==> src/sv/text_line_fit_truncate_wrap_unit_macros.svh <==
// Assertion macros shared by the line fitting unit.
// Depends on nothing; included by the modules that carry assertions.
`ifndef TEXT_LINE_FIT_TRUNCATE_WRAP_UNIT_MACROS_SVH
`define TEXT_LINE_FIT_TRUNCATE_WRAP_UNIT_MACROS_SVH

// Same-cycle implication, disabled during reset.
`define TLF_ASSERT_NOW(label, clk, rst, ante, cons) \
  label: assert property (@(posedge clk) disable iff (rst) (ante) |-> (cons)) \
    else $error("tlf assertion failed");

// Next-cycle implication, disabled during reset.
`define TLF_ASSERT_NEXT(label, clk, rst, ante, cons) \
  label: assert property (@(posedge clk) disable iff (rst) (ante) |=> (cons)) \
    else $error("tlf assertion failed");

`endif

==> src/sv/tlf_pkg.sv <==
// Shared types, constants and codes of the line fitting unit.
// Depends on nothing; every other file but the macro header imports it.
package tlf_pkg;

  localparam int COL_W = 10;
  localparam int TAB_W = 7;
  localparam int BYTE_W = 8;
  localparam int CFG_IDX_W = 3;
  localparam int CFG_DATA_W = 10;

  localparam int MAX_WIDTH = 1023;
  localparam int MAX_TAB = 64;
  localparam int QUEUE_DEPTH_DEFAULT = 2;

  localparam logic [BYTE_W-1:0] CH_NL = 8'h0A;
  localparam logic [BYTE_W-1:0] CH_TAB = 8'h09;
  localparam logic [BYTE_W-1:0] CH_SPACE = 8'h20;

  localparam logic [COL_W-1:0] RESET_WIDTH = 10'd80;
  localparam logic [TAB_W-1:0] RESET_TAB = 7'd8;

  localparam logic [CFG_IDX_W-1:0] CFG_LINE_WIDTH = 3'd0;
  localparam logic [CFG_IDX_W-1:0] CFG_TAB_SIZE = 3'd1;
  localparam logic [CFG_IDX_W-1:0] CFG_CONVERT_TABS = 3'd2;
  localparam logic [CFG_IDX_W-1:0] CFG_PAD_LINES = 3'd3;
  localparam logic [CFG_IDX_W-1:0] CFG_WRAP_LINES = 3'd4;

  localparam logic [1:0] KIND_CHAR = 2'd0;
  localparam logic [1:0] KIND_NL = 2'd1;
  localparam logic [1:0] KIND_TAB = 2'd2;

  typedef struct packed {
    logic [BYTE_W-1:0] in_byte;
    logic              file_start;
    logic [1:0]        kind;
  } item_t;

  typedef struct packed {
    logic [COL_W-1:0] line_width;
    logic [TAB_W-1:0] tab_size;
    logic             convert_tabs;
    logic             pad_lines;
    logic             wrap_lines;
  } cfg_t;

endpackage

==> src/sv/tlf_ifs.sv <==
// Channel interfaces of the line fitting unit: input bytes, output runs
// and configuration writes. Depends on tlf_pkg.
interface tlf_in_if import tlf_pkg::*; ();
  logic              valid;
  logic              ready;
  logic [BYTE_W-1:0] in_byte;
  logic              file_start;

  modport source (output valid, output in_byte, output file_start, input ready);
  modport sink (input valid, input in_byte, input file_start, output ready);
endinterface

interface tlf_out_if import tlf_pkg::*; ();
  logic              valid;
  logic              ready;
  logic [BYTE_W-1:0] out_byte;
  logic [COL_W-1:0]  repeat_count;
  logic              last_of_run;

  modport source (output valid, output out_byte, output repeat_count,
                  output last_of_run, input ready);
  modport sink (input valid, input out_byte, input repeat_count,
                input last_of_run, output ready);
endinterface

interface tlf_cfg_if import tlf_pkg::*; ();
  logic                  valid;
  logic                  ready;
  logic [CFG_IDX_W-1:0]  index;
  logic [CFG_DATA_W-1:0] data;

  modport source (output valid, output index, output data, input ready);
  modport sink (input valid, input index, input data, output ready);
endinterface

==> src/sv/tlf_front.sv <==
// Front end: accepts input requests and tags each byte with its kind.
// Depends on tlf_pkg and tlf_ifs.
module tlf_front import tlf_pkg::*; (
  tlf_in_if.sink src,
  input  logic   full,
  output logic   push,
  output item_t  push_item
);

  assign src.ready = !full;
  assign push = src.valid && !full;

  always_comb begin
    push_item.in_byte = src.in_byte;
    push_item.file_start = src.file_start;
    if (src.in_byte == CH_NL) begin
      push_item.kind = KIND_NL;
    end else if (src.in_byte == CH_TAB) begin
      push_item.kind = KIND_TAB;
    end else begin
      push_item.kind = KIND_CHAR;
    end
  end

endmodule

==> src/sv/tlf_queue.sv <==
// Short FIFO of classified bytes between the front end and the back end.
// Depends on tlf_pkg and the assertion macro header.
`include "text_line_fit_truncate_wrap_unit_macros.svh"

module tlf_queue import tlf_pkg::*; #(
  parameter int DEPTH = QUEUE_DEPTH_DEFAULT
) (
  input  logic  clk,
  input  logic  rst,
  input  logic  push,
  input  item_t push_item,
  output logic  full,
  input  logic  pop,
  output logic  head_valid,
  output item_t head
);

  localparam int PTR_W = (DEPTH > 1) ? $clog2(DEPTH) : 1;
  localparam int CNT_W = $clog2(DEPTH + 1);

  item_t             mem [DEPTH];
  logic [PTR_W-1:0]  wr_ptr;
  logic [PTR_W-1:0]  rd_ptr;
  logic [CNT_W-1:0]  count;

  assign full = (count == CNT_W'(DEPTH));
  assign head_valid = (count != '0);
  assign head = mem[rd_ptr];

  always_ff @(posedge clk) begin
    if (push) begin
      mem[wr_ptr] <= push_item;
    end
  end

  always_ff @(posedge clk) begin
    if (rst) begin
      wr_ptr <= '0;
      rd_ptr <= '0;
      count <= '0;
    end else begin
      if (push) begin
        wr_ptr <= (wr_ptr == PTR_W'(DEPTH - 1)) ? '0 : wr_ptr + 1'b1;
      end
      if (pop) begin
        rd_ptr <= (rd_ptr == PTR_W'(DEPTH - 1)) ? '0 : rd_ptr + 1'b1;
      end
      if (push && !pop) begin
        count <= count + 1'b1;
      end else if (pop && !push) begin
        count <= count - 1'b1;
      end
    end
  end

  `TLF_ASSERT_NOW(a_no_pop_empty, clk, rst, pop, count != '0)
  `TLF_ASSERT_NOW(a_no_push_full, clk, rst, push, !full || pop)
  `TLF_ASSERT_NEXT(a_push_fills, clk, rst, push && !pop, count != '0)

endmodule

==> src/sv/tlf_rem.sv <==
// Restoring remainder unit: column modulo tab size, one dividend bit a cycle.
// Depends on tlf_pkg.
module tlf_rem import tlf_pkg::*; (
  input  logic             clk,
  input  logic             rst,
  input  logic             start,
  input  logic [COL_W-1:0] dividend,
  input  logic [TAB_W-1:0] divisor,
  output logic             busy,
  output logic [TAB_W-1:0] rem
);

  localparam int CNT_W = $clog2(COL_W);

  logic [COL_W-1:0] dvd;
  logic [TAB_W-1:0] d;
  logic [CNT_W-1:0] cnt;
  logic [TAB_W:0]   trial;

  assign trial = {rem, dvd[COL_W-1]};

  always_ff @(posedge clk) begin
    if (rst) begin
      busy <= 1'b0;
      cnt <= '0;
    end else if (start) begin
      busy <= 1'b1;
      cnt <= '0;
    end else if (busy) begin
      cnt <= cnt + 1'b1;
      if (cnt == CNT_W'(COL_W - 1)) begin
        busy <= 1'b0;
      end
    end
  end

  // The partial remainder stays below the divisor, so both arms fit.
  always_ff @(posedge clk) begin
    if (start) begin
      dvd <= dividend;
      d <= divisor;
      rem <= '0;
    end else if (busy) begin
      dvd <= {dvd[COL_W-2:0], 1'b0};
      if (trial >= {1'b0, d}) begin
        rem <= TAB_W'(trial - {1'b0, d});
      end else begin
        rem <= trial[TAB_W-1:0];
      end
    end
  end

endmodule

==> src/sv/tlf_back.sv <==
// Back end: keeps the column, fits bytes to the line and drives the
// output register. Depends on tlf_pkg, tlf_ifs, tlf_rem and the macro header.
`include "text_line_fit_truncate_wrap_unit_macros.svh"

module tlf_back import tlf_pkg::*; (
  input  logic   clk,
  input  logic   rst,
  input  cfg_t   cfg,
  input  logic   q_valid,
  input  item_t  q_item,
  output logic   q_pop,
  tlf_out_if.source dst
);

  localparam logic [1:0] ST_IDLE = 2'd0;
  localparam logic [1:0] ST_DIV = 2'd1;
  localparam logic [1:0] ST_EMIT2 = 2'd2;

  logic [1:0]        state, state_next;
  logic [COL_W-1:0]  column, column_next;
  logic [BYTE_W-1:0] pend_byte, pend_next;

  logic              o_valid;
  logic [BYTE_W-1:0] o_byte;
  logic [COL_W-1:0]  o_count;
  logic              o_last;

  logic              emit;
  logic [BYTE_W-1:0] e_byte;
  logic [COL_W-1:0]  e_count;
  logic              e_last;

  logic [COL_W-1:0]  w_eff;
  logic [TAB_W-1:0]  t_eff;
  logic              out_free;
  logic [COL_W-1:0]  col0;

  logic              rem_start;
  logic              rem_busy;
  logic [TAB_W-1:0]  rem_val;

  logic [COL_W-1:0]  tcol;
  logic [TAB_W-1:0]  trem;
  logic [TAB_W-1:0]  tq;
  logic [COL_W-1:0]  room;
  logic [COL_W-1:0]  tab_n;
  logic [COL_W:0]    tab_sum;
  logic [COL_W-1:0]  tab_col;
  logic [BYTE_W-1:0] tab_byte;
  logic [COL_W-1:0]  tab_count;

  tlf_rem u_rem (
    .clk      (clk),
    .rst      (rst),
    .start    (rem_start),
    .dividend (col0),
    .divisor  (t_eff),
    .busy     (rem_busy),
    .rem      (rem_val)
  );

  always_comb begin
    if (cfg.line_width == '0) begin
      w_eff = COL_W'(1);
    end else if (cfg.line_width > COL_W'(MAX_WIDTH)) begin
      w_eff = COL_W'(MAX_WIDTH);
    end else begin
      w_eff = cfg.line_width;
    end
    if (cfg.tab_size == '0) begin
      t_eff = TAB_W'(1);
    end else if (cfg.tab_size > TAB_W'(MAX_TAB)) begin
      t_eff = TAB_W'(MAX_TAB);
    end else begin
      t_eff = cfg.tab_size;
    end
  end

  assign out_free = !o_valid || dst.ready;
  assign col0 = q_item.file_start ? '0 : column;

  // Tab result, shared by the short path (column below the tab size, where
  // the column is its own remainder) and the path through the divider.
  always_comb begin
    tcol = (state == ST_DIV) ? column : col0;
    trem = (state == ST_DIV) ? rem_val : col0[TAB_W-1:0];
    tq = t_eff - trem;
    room = w_eff - tcol;
    tab_n = ({{(COL_W-TAB_W){1'b0}}, tq} < room) ? {{(COL_W-TAB_W){1'b0}}, tq} : room;
    tab_sum = {1'b0, tcol} + {{(COL_W+1-TAB_W){1'b0}}, tq};
    tab_col = (tab_sum > {1'b0, w_eff}) ? w_eff : tab_sum[COL_W-1:0];
    tab_byte = cfg.convert_tabs ? CH_SPACE : CH_TAB;
    tab_count = cfg.convert_tabs ? tab_n : COL_W'(1);
  end

  always_comb begin
    q_pop = 1'b0;
    emit = 1'b0;
    e_byte = CH_NL;
    e_count = COL_W'(1);
    e_last = 1'b1;
    column_next = column;
    state_next = state;
    pend_next = pend_byte;
    rem_start = 1'b0;
    unique case (state)
      ST_IDLE: begin
        if (q_valid && out_free) begin
          q_pop = 1'b1;
          column_next = col0;
          unique case (q_item.kind)
            KIND_NL: begin
              emit = 1'b1;
              column_next = '0;
              if (cfg.pad_lines && (col0 < w_eff)) begin
                e_byte = CH_SPACE;
                e_count = w_eff - col0;
                e_last = 1'b0;
                pend_next = CH_NL;
                state_next = ST_EMIT2;
              end
            end
            KIND_TAB: begin
              if (col0 < w_eff) begin
                if (col0 < {{(COL_W-TAB_W){1'b0}}, t_eff}) begin
                  emit = 1'b1;
                  e_byte = tab_byte;
                  e_count = tab_count;
                  column_next = tab_col;
                end else begin
                  rem_start = 1'b1;
                  state_next = ST_DIV;
                end
              end else if (cfg.wrap_lines) begin
                emit = 1'b1;
                column_next = '0;
              end
            end
            KIND_CHAR: begin
              if (col0 < w_eff) begin
                emit = 1'b1;
                e_byte = q_item.in_byte;
                column_next = col0 + 1'b1;
              end else if (cfg.wrap_lines) begin
                // Break the line, then place the byte at the head of the new one.
                emit = 1'b1;
                e_last = 1'b0;
                pend_next = q_item.in_byte;
                column_next = COL_W'(1);
                state_next = ST_EMIT2;
              end
            end
            default: begin
            end
          endcase
        end
      end
      ST_DIV: begin
        if (!rem_busy && out_free) begin
          emit = 1'b1;
          e_byte = tab_byte;
          e_count = tab_count;
          column_next = tab_col;
          state_next = ST_IDLE;
        end
      end
      ST_EMIT2: begin
        if (out_free) begin
          emit = 1'b1;
          e_byte = pend_byte;
          state_next = ST_IDLE;
        end
      end
      default: begin
        state_next = ST_IDLE;
      end
    endcase
  end

  always_ff @(posedge clk) begin
    if (rst) begin
      state <= ST_IDLE;
      column <= '0;
      o_valid <= 1'b0;
    end else begin
      state <= state_next;
      column <= column_next;
      if (emit) begin
        o_valid <= 1'b1;
      end else if (dst.ready) begin
        o_valid <= 1'b0;
      end
    end
  end

  always_ff @(posedge clk) begin
    pend_byte <= pend_next;
    if (emit) begin
      o_byte <= e_byte;
      o_count <= e_count;
      o_last <= e_last;
    end
  end

  assign dst.valid = o_valid;
  assign dst.out_byte = o_byte;
  assign dst.repeat_count = o_count;
  assign dst.last_of_run = o_last;

  `TLF_ASSERT_NOW(a_emit2_has_first, clk, rst, state == ST_EMIT2, o_valid && !o_last)
  `TLF_ASSERT_NOW(a_count_nonzero, clk, rst, o_valid, o_count != '0)
  `TLF_ASSERT_NOW(a_pop_only_idle, clk, rst, q_pop, state == ST_IDLE)
  `TLF_ASSERT_NEXT(a_div_runs, clk, rst, rem_start, rem_busy && state == ST_DIV)

endmodule

==> src/sv/text_line_fit_truncate_wrap_unit.sv <==
// Channel  Dir  Modport       Payload
// src      in   tlf_in_if     in_byte[7:0], file_start
// dst      out  tlf_out_if    out_byte[7:0], repeat_count[9:0], last_of_run
// cfg      in   tlf_cfg_if    index[2:0], data[9:0]; always ready
//
// A fitting plain byte, or a tab whose column is below the tab size, is handled
// in the idle state and gives one output run; a padded newline or a wrapped
// byte gives two output runs. A tab at a column of at least the tab size runs
// the remainder unit, one dividend bit a cycle, before its run goes out.
// Reset is synchronous and clears the column, the queue and the registers to
// their defaults. A stalled output holds its register; the queue keeps
// accepting until it is full.
// Top level of the line fitting unit. Depends on tlf_pkg, tlf_ifs, tlf_front,
// tlf_queue and tlf_back.
module text_line_fit_truncate_wrap_unit import tlf_pkg::*; #(
  parameter int QUEUE_DEPTH = QUEUE_DEPTH_DEFAULT
) (
  input logic        clk,
  input logic        rst,
  tlf_in_if.sink     src,
  tlf_out_if.source  dst,
  tlf_cfg_if.sink    cfg
);

  cfg_t  regs;
  logic  push;
  item_t push_item;
  logic  full;
  logic  pop;
  logic  head_valid;
  item_t head;

  assign cfg.ready = 1'b1;

  always_ff @(posedge clk) begin
    if (rst) begin
      regs.line_width <= RESET_WIDTH;
      regs.tab_size <= RESET_TAB;
      regs.convert_tabs <= 1'b0;
      regs.pad_lines <= 1'b0;
      regs.wrap_lines <= 1'b0;
    end else if (cfg.valid) begin
      unique case (cfg.index)
        CFG_LINE_WIDTH:   regs.line_width <= cfg.data[COL_W-1:0];
        CFG_TAB_SIZE:     regs.tab_size <= cfg.data[TAB_W-1:0];
        CFG_CONVERT_TABS: regs.convert_tabs <= cfg.data[0];
        CFG_PAD_LINES:    regs.pad_lines <= cfg.data[0];
        CFG_WRAP_LINES:   regs.wrap_lines <= cfg.data[0];
        default: begin
        end
      endcase
    end
  end

  tlf_front u_front (
    .src       (src),
    .full      (full),
    .push      (push),
    .push_item (push_item)
  );

  tlf_queue #(
    .DEPTH (QUEUE_DEPTH)
  ) u_queue (
    .clk        (clk),
    .rst        (rst),
    .push       (push),
    .push_item  (push_item),
    .full       (full),
    .pop        (pop),
    .head_valid (head_valid),
    .head       (head)
  );

  tlf_back u_back (
    .clk     (clk),
    .rst     (rst),
    .cfg     (regs),
    .q_valid (head_valid),
    .q_item  (head),
    .q_pop   (pop),
    .dst     (dst)
  );

endmodule

==> src/flat_wrapper.sv <==
// flat-port wrapper written by rule: the top's interface ports become plain ports
module text_line_fit_truncate_wrap_unit_flat import tlf_pkg::*;
#(
  parameter int QUEUE_DEPTH = QUEUE_DEPTH_DEFAULT
)
  (clk, rst, src_valid, src_in_byte, src_file_start, src_ready, dst_valid, dst_out_byte, dst_repeat_count, dst_last_of_run, dst_ready, cfg_valid, cfg_index, cfg_data, cfg_ready);
  tlf_in_if src_i ();
  tlf_out_if dst_i ();
  tlf_cfg_if cfg_i ();
  input logic clk;
  input logic rst;
  input wire logic [$bits(src_i.valid)-1:0] src_valid;
  input wire logic [$bits(src_i.in_byte)-1:0] src_in_byte;
  input wire logic [$bits(src_i.file_start)-1:0] src_file_start;
  output wire logic [$bits(src_i.ready)-1:0] src_ready;
  output wire logic [$bits(dst_i.valid)-1:0] dst_valid;
  output wire logic [$bits(dst_i.out_byte)-1:0] dst_out_byte;
  output wire logic [$bits(dst_i.repeat_count)-1:0] dst_repeat_count;
  output wire logic [$bits(dst_i.last_of_run)-1:0] dst_last_of_run;
  input wire logic [$bits(dst_i.ready)-1:0] dst_ready;
  input wire logic [$bits(cfg_i.valid)-1:0] cfg_valid;
  input wire logic [$bits(cfg_i.index)-1:0] cfg_index;
  input wire logic [$bits(cfg_i.data)-1:0] cfg_data;
  output wire logic [$bits(cfg_i.ready)-1:0] cfg_ready;
  assign src_i.valid = src_valid;
  assign src_i.in_byte = src_in_byte;
  assign src_i.file_start = src_file_start;
  assign src_ready = src_i.ready;
  assign dst_valid = dst_i.valid;
  assign dst_out_byte = dst_i.out_byte;
  assign dst_repeat_count = dst_i.repeat_count;
  assign dst_last_of_run = dst_i.last_of_run;
  assign dst_i.ready = dst_ready;
  assign cfg_i.valid = cfg_valid;
  assign cfg_i.index = cfg_index;
  assign cfg_i.data = cfg_data;
  assign cfg_ready = cfg_i.ready;
  text_line_fit_truncate_wrap_unit #(.QUEUE_DEPTH(QUEUE_DEPTH)) u_core (.clk(clk), .rst(rst), .src(src_i), .dst(dst_i), .cfg(cfg_i));
endmodule
==> config.mk <==
export PLATFORM = sky130hd
export DESIGN_NAME = text_line_fit_truncate_wrap_unit_flat
export DESIGN_NICKNAME = d
export VERILOG_FILES = /design/src/sv/tlf_pkg.sv /design/src/sv/tlf_ifs.sv /design/src/sv/tlf_front.sv /design/src/sv/tlf_queue.sv /design/src/sv/tlf_rem.sv /design/src/sv/tlf_back.sv /design/src/sv/text_line_fit_truncate_wrap_unit.sv /design/src/flat_wrapper.sv
export VERILOG_INCLUDE_DIRS = /design/src /design/src/sv
export SDC_FILE = /design/constraint.sdc
export NUM_CORES = 1
export LEC_CHECK = 0
export BUFFER_PORTS_ARGS = -buffer_cell sky130_fd_sc_hd__buf_2
export CORE_ASPECT_RATIO = 0.9
export CORE_MARGIN = 1
export CORE_UTILIZATION = 35
export CTS_CLUSTER_DIAMETER = 200
export DETAILED_ROUTE_END_ITERATION = 7
export PLACE_DENSITY_LB_ADDON = 0.05
export SKIP_LAST_GASP = 1
export SLEW_MARGIN = 15
export SYNTH_ARGS = -nofsm -noshare
export SYNTH_HDL_FRONTEND = slang
export SYNTH_SLANG_ARGS = --single-unit
export TNS_END_PERCENT = 20
==> constraint.sdc <==
create_clock -name clk -period 8.39 [get_ports clk]
set_clock_uncertainty 0.2 [all_clocks]
set_input_delay 0.839 -clock clk [delete_from_list [all_inputs] [get_ports clk]]
set_output_delay 0.839 -clock clk [all_outputs]
set_load 0.01 [all_outputs]
==> results.txt <==
The flow ran to the end, and the final reports show no timing, DRC or antenna violations. The post-route minimum period came out at 6.90 ns. The actual slew at the worst max-slew pin came out at 1.11 ns.

In the synthesized netlist, the number of instances is around 920. At the worst endpoint, the arrival time is 6.99 ns. Hold is met by 0.272 ns.

The total of warnings raised by yosys came out at 0. The total power after layout came out at between 3000 and 4000 uW. The area growth from synthesis to layout is 13.2%.

Using the TritonRoute via totals, the vias-per-cell ratio works out to ~5.5. The H-tree level count came out at 4. For this design the top-level I/O count stands at 49.

For this run the aggregate overflow at the end of global routing stands at 0. Registers take 2980 um2. The setup TNS after final layout came out at 0 ns. The hold-critical path endpoint is u_core.regs[10]$_SDFFE_PP0P_. The final number of setup-violating endpoints came out at 0. STA classifies the critical path endpoint as a flip-flop.

In this run the critical register-to-register path is captured at u_core.u_back.column[2]$_SDFFE_PP0P_. The maximum operating frequency is 145 MHz. Routability-driven placement finished with a final weighted congestion of 0.880.

The cell depth of the worst flop-to-flop path came out at 25. In this run, distinct cell masters in the synthesized netlist total 80. The number of cells upsized or downsized after cts came out at 0. The total number of clock tree sinks is 116.

The leakage power figure is 0.00370 uW. The pre-antenna-repair detailed-routing pass consisted of 5 iterations. The family of cells with the greatest summed delay on the critical path is compound AO/OA/AOI/OAI gates.

Once layout is complete, the cells apart from fillers number around 1300. The share of synthesized registers carrying an async set or reset is 0%. The floorplan has between 50 and 60 rows. The wire-length estimate of the detail-placed layout is roughly 20 mm.

The tightest slew margin relative to the limit came out at 25.8%. Across every metal layer, demand over resource in global routing totals 22.0%. In the final layout, the share of cells above drive strength 1 is 11.9%. Clock-pin slew was measured on the worst setup and hold paths at approximately 0.06 ns. Counting instances, the worst hold path has a depth of 2. The maximum vdd drop is 0.000141 V.

Counting flops with a built-in enable in the synthesized netlist gives 66. Setup repair after global routing left no endpoint under its margin. The maximum fanout encountered on the critical timing path came out at 19. The count of inserted antenna diode cells is 0. The number of hold buffers added after cts is 0.

The detailed-route wire length per cell is 20.1 um. The CTS tree is yes. The number of filler cells placed in the layout came out at 2378.

The dominant cell type by count on the critical path is ha_1. The synthesized flop and latch total came out at ~120. The net count of the mapped netlist came out at around 1000. The ratio of final minimum period to clock period is about 80%. The overall via count from detail_route is 6943.

The global-route wire length before repair came out at 39.9 mm. The startpoint identified for the worst hold timing path is u_core.regs[10]$_SDFFE_PP0P_. The critical path required time came out at 8.49 ns. The number of max-slew violations in the final report was 0.

The post-synthesis instance area came out at 8240 um2. Across all register-to-register paths, the minimum setup slack is between 1 and 1.5 ns. In the synthesized netlist the dominant register cell turns out to be edfxtp_1. In this run the mean area of a mapped cell was 8.94 um2. The buffer levels on the longest clock path came out at 2. The via count of the first global-routing pass was 6773. The initial core utilization came out at a little over a third.

The kind of launch point of the worst setup path is a flip-flop. The width of the die came out at 164 um. The number of maximum-capacitance violations is 0. The die covers 24200 um2. Clock tree synthesis selected as its root buffer the cell clkbuf_16. The post-route DRC violation count came out at 0.

The initial antenna violation count came out at 1. The number of placed instances, taps included, is approximately 1200. For the worst-skew pair, the clock arrives at the later sink with an insertion delay of 0.42 ns. The final layout contains routed wiring with a total length of 25.3 mm. The power density of the placed cells came out at 342 nW/um2. In the final layout, the multi-input gates occupy just under 5000 um2.

The final-stage net count came out at 1051. The initial detailed-routing violation count came out at 450. Port buffering added 47 buffers. The post-detailed-route count of antenna-violating nets came out at 0. The buffers inserted during post-CTS setup optimization came out at 0. Entering global routing, the biggest net connects 26 pins. The highest-delay cell along the critical path is dfxtp_1. In this design, the stage delay of the slowest critical-path cell is about 0.79 ns.

The number of buffers created by CTS is 17. In this run the vertical extent of the chip is 148 um. The start-to-end type of the worst setup path is flip-flop to flip-flop.

After floorplanning, the core was sized to cover 22800 um2. The portion of the post-synthesis area used by sequential elements came out at 36.2%. The path class of the tightest hold or removal check is flip-flop to flip-flop. The final number of hold-violating endpoints came out at 0.

The number of buffers and inverters on the critical path came out at 2.
## cells in the final DEF (no fill, tap or decap), types with 16 or more instances in the layout
| cell type | netlist | layout |
|---|---|---|
| a21oi_1 | 59 | 59 |
| and2_1 | 16 | 16 |
| buf_2 | 5 | 47 |
| clkbuf_16 | 0 | 17 |
| dfxtp_1 | 50 | 50 |
| edfxtp_1 | 66 | 66 |
| ha_1 | 70 | 70 |
| inv_1 | 65 | 65 |
| mux2i_1 | 30 | 30 |
| nand2_1 | 86 | 86 |
| nand2b_1 | 18 | 18 |
| nor2_1 | 85 | 85 |
| nor3_1 | 20 | 20 |
| o21ai_0 | 50 | 50 |
| xnor2_1 | 21 | 21 |
| xor2_1 | 19 | 19 |
## worst register-to-register path: stages (launching register included)
cell	delay [ns]
dfxtp_1	0.79
mux2i_4	0.33
buf_4	0.27
nand2_1	0.20
o21ai_0	0.33
inv_1	0.09
ha_1	0.28
nor2b_1	0.12
o21ai_0	0.14
nand2b_1	0.11
xor2_1	0.30
ha_1	0.36
nand3_1	0.11
o211ai_1	0.12
o41ai_1	0.51
nor2_1	0.13
xnor2_1	0.15
nor2_1	0.08
ha_1	0.30
nand2_1	0.07
or3_1	0.40
a21boi_0	0.21
nor2_2	0.45
mux2_4	0.36
a221oi_2	0.27
o32ai_1	0.12
## cell usage after synthesis, types with 4 or more instances
cell / instances / area share, %
a2111oi_0: 4 / 0.43
a211oi_1: 11 / 1.0
a21o_1: 9 / 0.82
a21oi_1: 59 / 3.6
a22o_1: 4 / 0.43
a22oi_1: 5 / 0.46
a311oi_1: 5 / 0.53
a31oi_1: 7 / 0.53
and2_1: 16 / 1.2
and3_1: 6 / 0.46
buf_1: 4 / 0.18
buf_2: 5 / 0.30
clkbuf_1: 36 / 1.6
dfxtp_1: 50 / 12
edfxtp_1: 66 / 24
fa_1: 5 / 1.2
ha_1: 70 / 11
inv_1: 65 / 3.0
mux2_2: 4 / 0.55
mux2i_1: 30 / 3.6
nand2_1: 86 / 3.9
nand2b_1: 18 / 1.4
nand3_1: 11 / 0.67
nand3b_1: 5 / 0.46
nand4_1: 11 / 0.84
nand4b_1: 5 / 0.53
nor2_1: 85 / 3.9
nor2b_1: 13 / 0.99
nor3_1: 20 / 1.2
nor3b_1: 4 / 0.36
nor4_1: 5 / 0.38
o211ai_1: 12 / 1.1
o21a_1: 6 / 0.55
o21ai_0: 50 / 3.0
o221ai_1: 5 / 0.53
o22ai_1: 10 / 0.76
o31ai_1: 6 / 0.55
o32ai_1: 6 / 0.64
xnor2_1: 21 / 2.2
xor2_1: 19 / 2.0
## per-layer routing
metal  vias to the layer above  routed length, um  track usage [%]
met1                      3312              12700             32.8
met5                         -                  0                0
li1                       3417                  -                -
met4                         0                291             4.91
met2                       196              10900             32.1
met3                        18               1460             4.60
## cell type report
class	instances	area share, %
timing repair buffer	55	3.17
clock inverter	15	1.81
inverter	67	2.70
clock buffer	17	4.56
sequential	116	32.0
multi-input combinational	692	51.8
tap	297	3.98
## cell families (layout without fill, tap and decap cells)
logic type	after synthesis	after routing	share of synthesized area (%)
DFF	116	116	36.2
and+or+nand+nor	304	304	18.3
muxes	36	36	4.65
adders and majority gates	75	75	11.8
buffers and inverters	114	154	5.36
AOI/OAI and AO/OA	236	236	19.3
xor gates and xnor gates	40	40	4.25
other	1	1	0.0455
## state kept, by name, summed over array words and instances, names as in the netlist, 4 cells and up, named ones only
name and count:
u_core.u_queue.mem 22, u_core.regs 20, u_core.u_back.column 10, u_core.u_back.dst.repeat_count 10
u_core.u_back.u_rem.dvd 10, u_core.u_back.dst.out_byte 8, u_core.u_back.pend_byte 8, u_core.u_back.u_rem.d 7
u_core.u_back.u_rem.rem 7, u_core.u_back.u_rem.cnt 4
## how the worst max path moves through the flow
stage | from | end | slack [ns] | cells past startpoint
2_1_floorplan | u_core.u_back.state[0]$_SDFFE_PP0P_ | u_core.u_back.column[2]$_SDFFE_PP0P_ | 2.39 | 27
3_3_place_gp | flip-flop | u_core.u_back.column[2]$_SDFFE_PP0P_ | 1.70 | 25
3_5_place_dp | flip-flop | u_core.u_back.column[2]$_SDFFE_PP0P_ | 1.59 | 25
4_1_cts | flip-flop | u_core.u_back.column[2]$_SDFFE_PP0P_ | 1.55 | 25
5_1_grt | flip-flop | u_core.u_back.column[2]$_SDFFE_PP0P_ | 0.93 | 25
6_report | flip-flop | u_core.u_back.column[2]$_SDFFE_PP0P_ | 1.49 | 25
## metrics by stage
step	cell area (um2)	util, %	worst slack (ns)
floorplan	8240	-	2.39
global placement	8730	38.3	1.70
detailed placement	8730	38.3	1.59
CTS	9330	41.0	1.55
global route	9330	41.0	0.928
finish	9330	41.0	1.49
## power by group
group	switching (uW)	internal, uW
registers	97.3	754
clock network	295	445
logic	987	608
(Power assumes the default switching activity.)
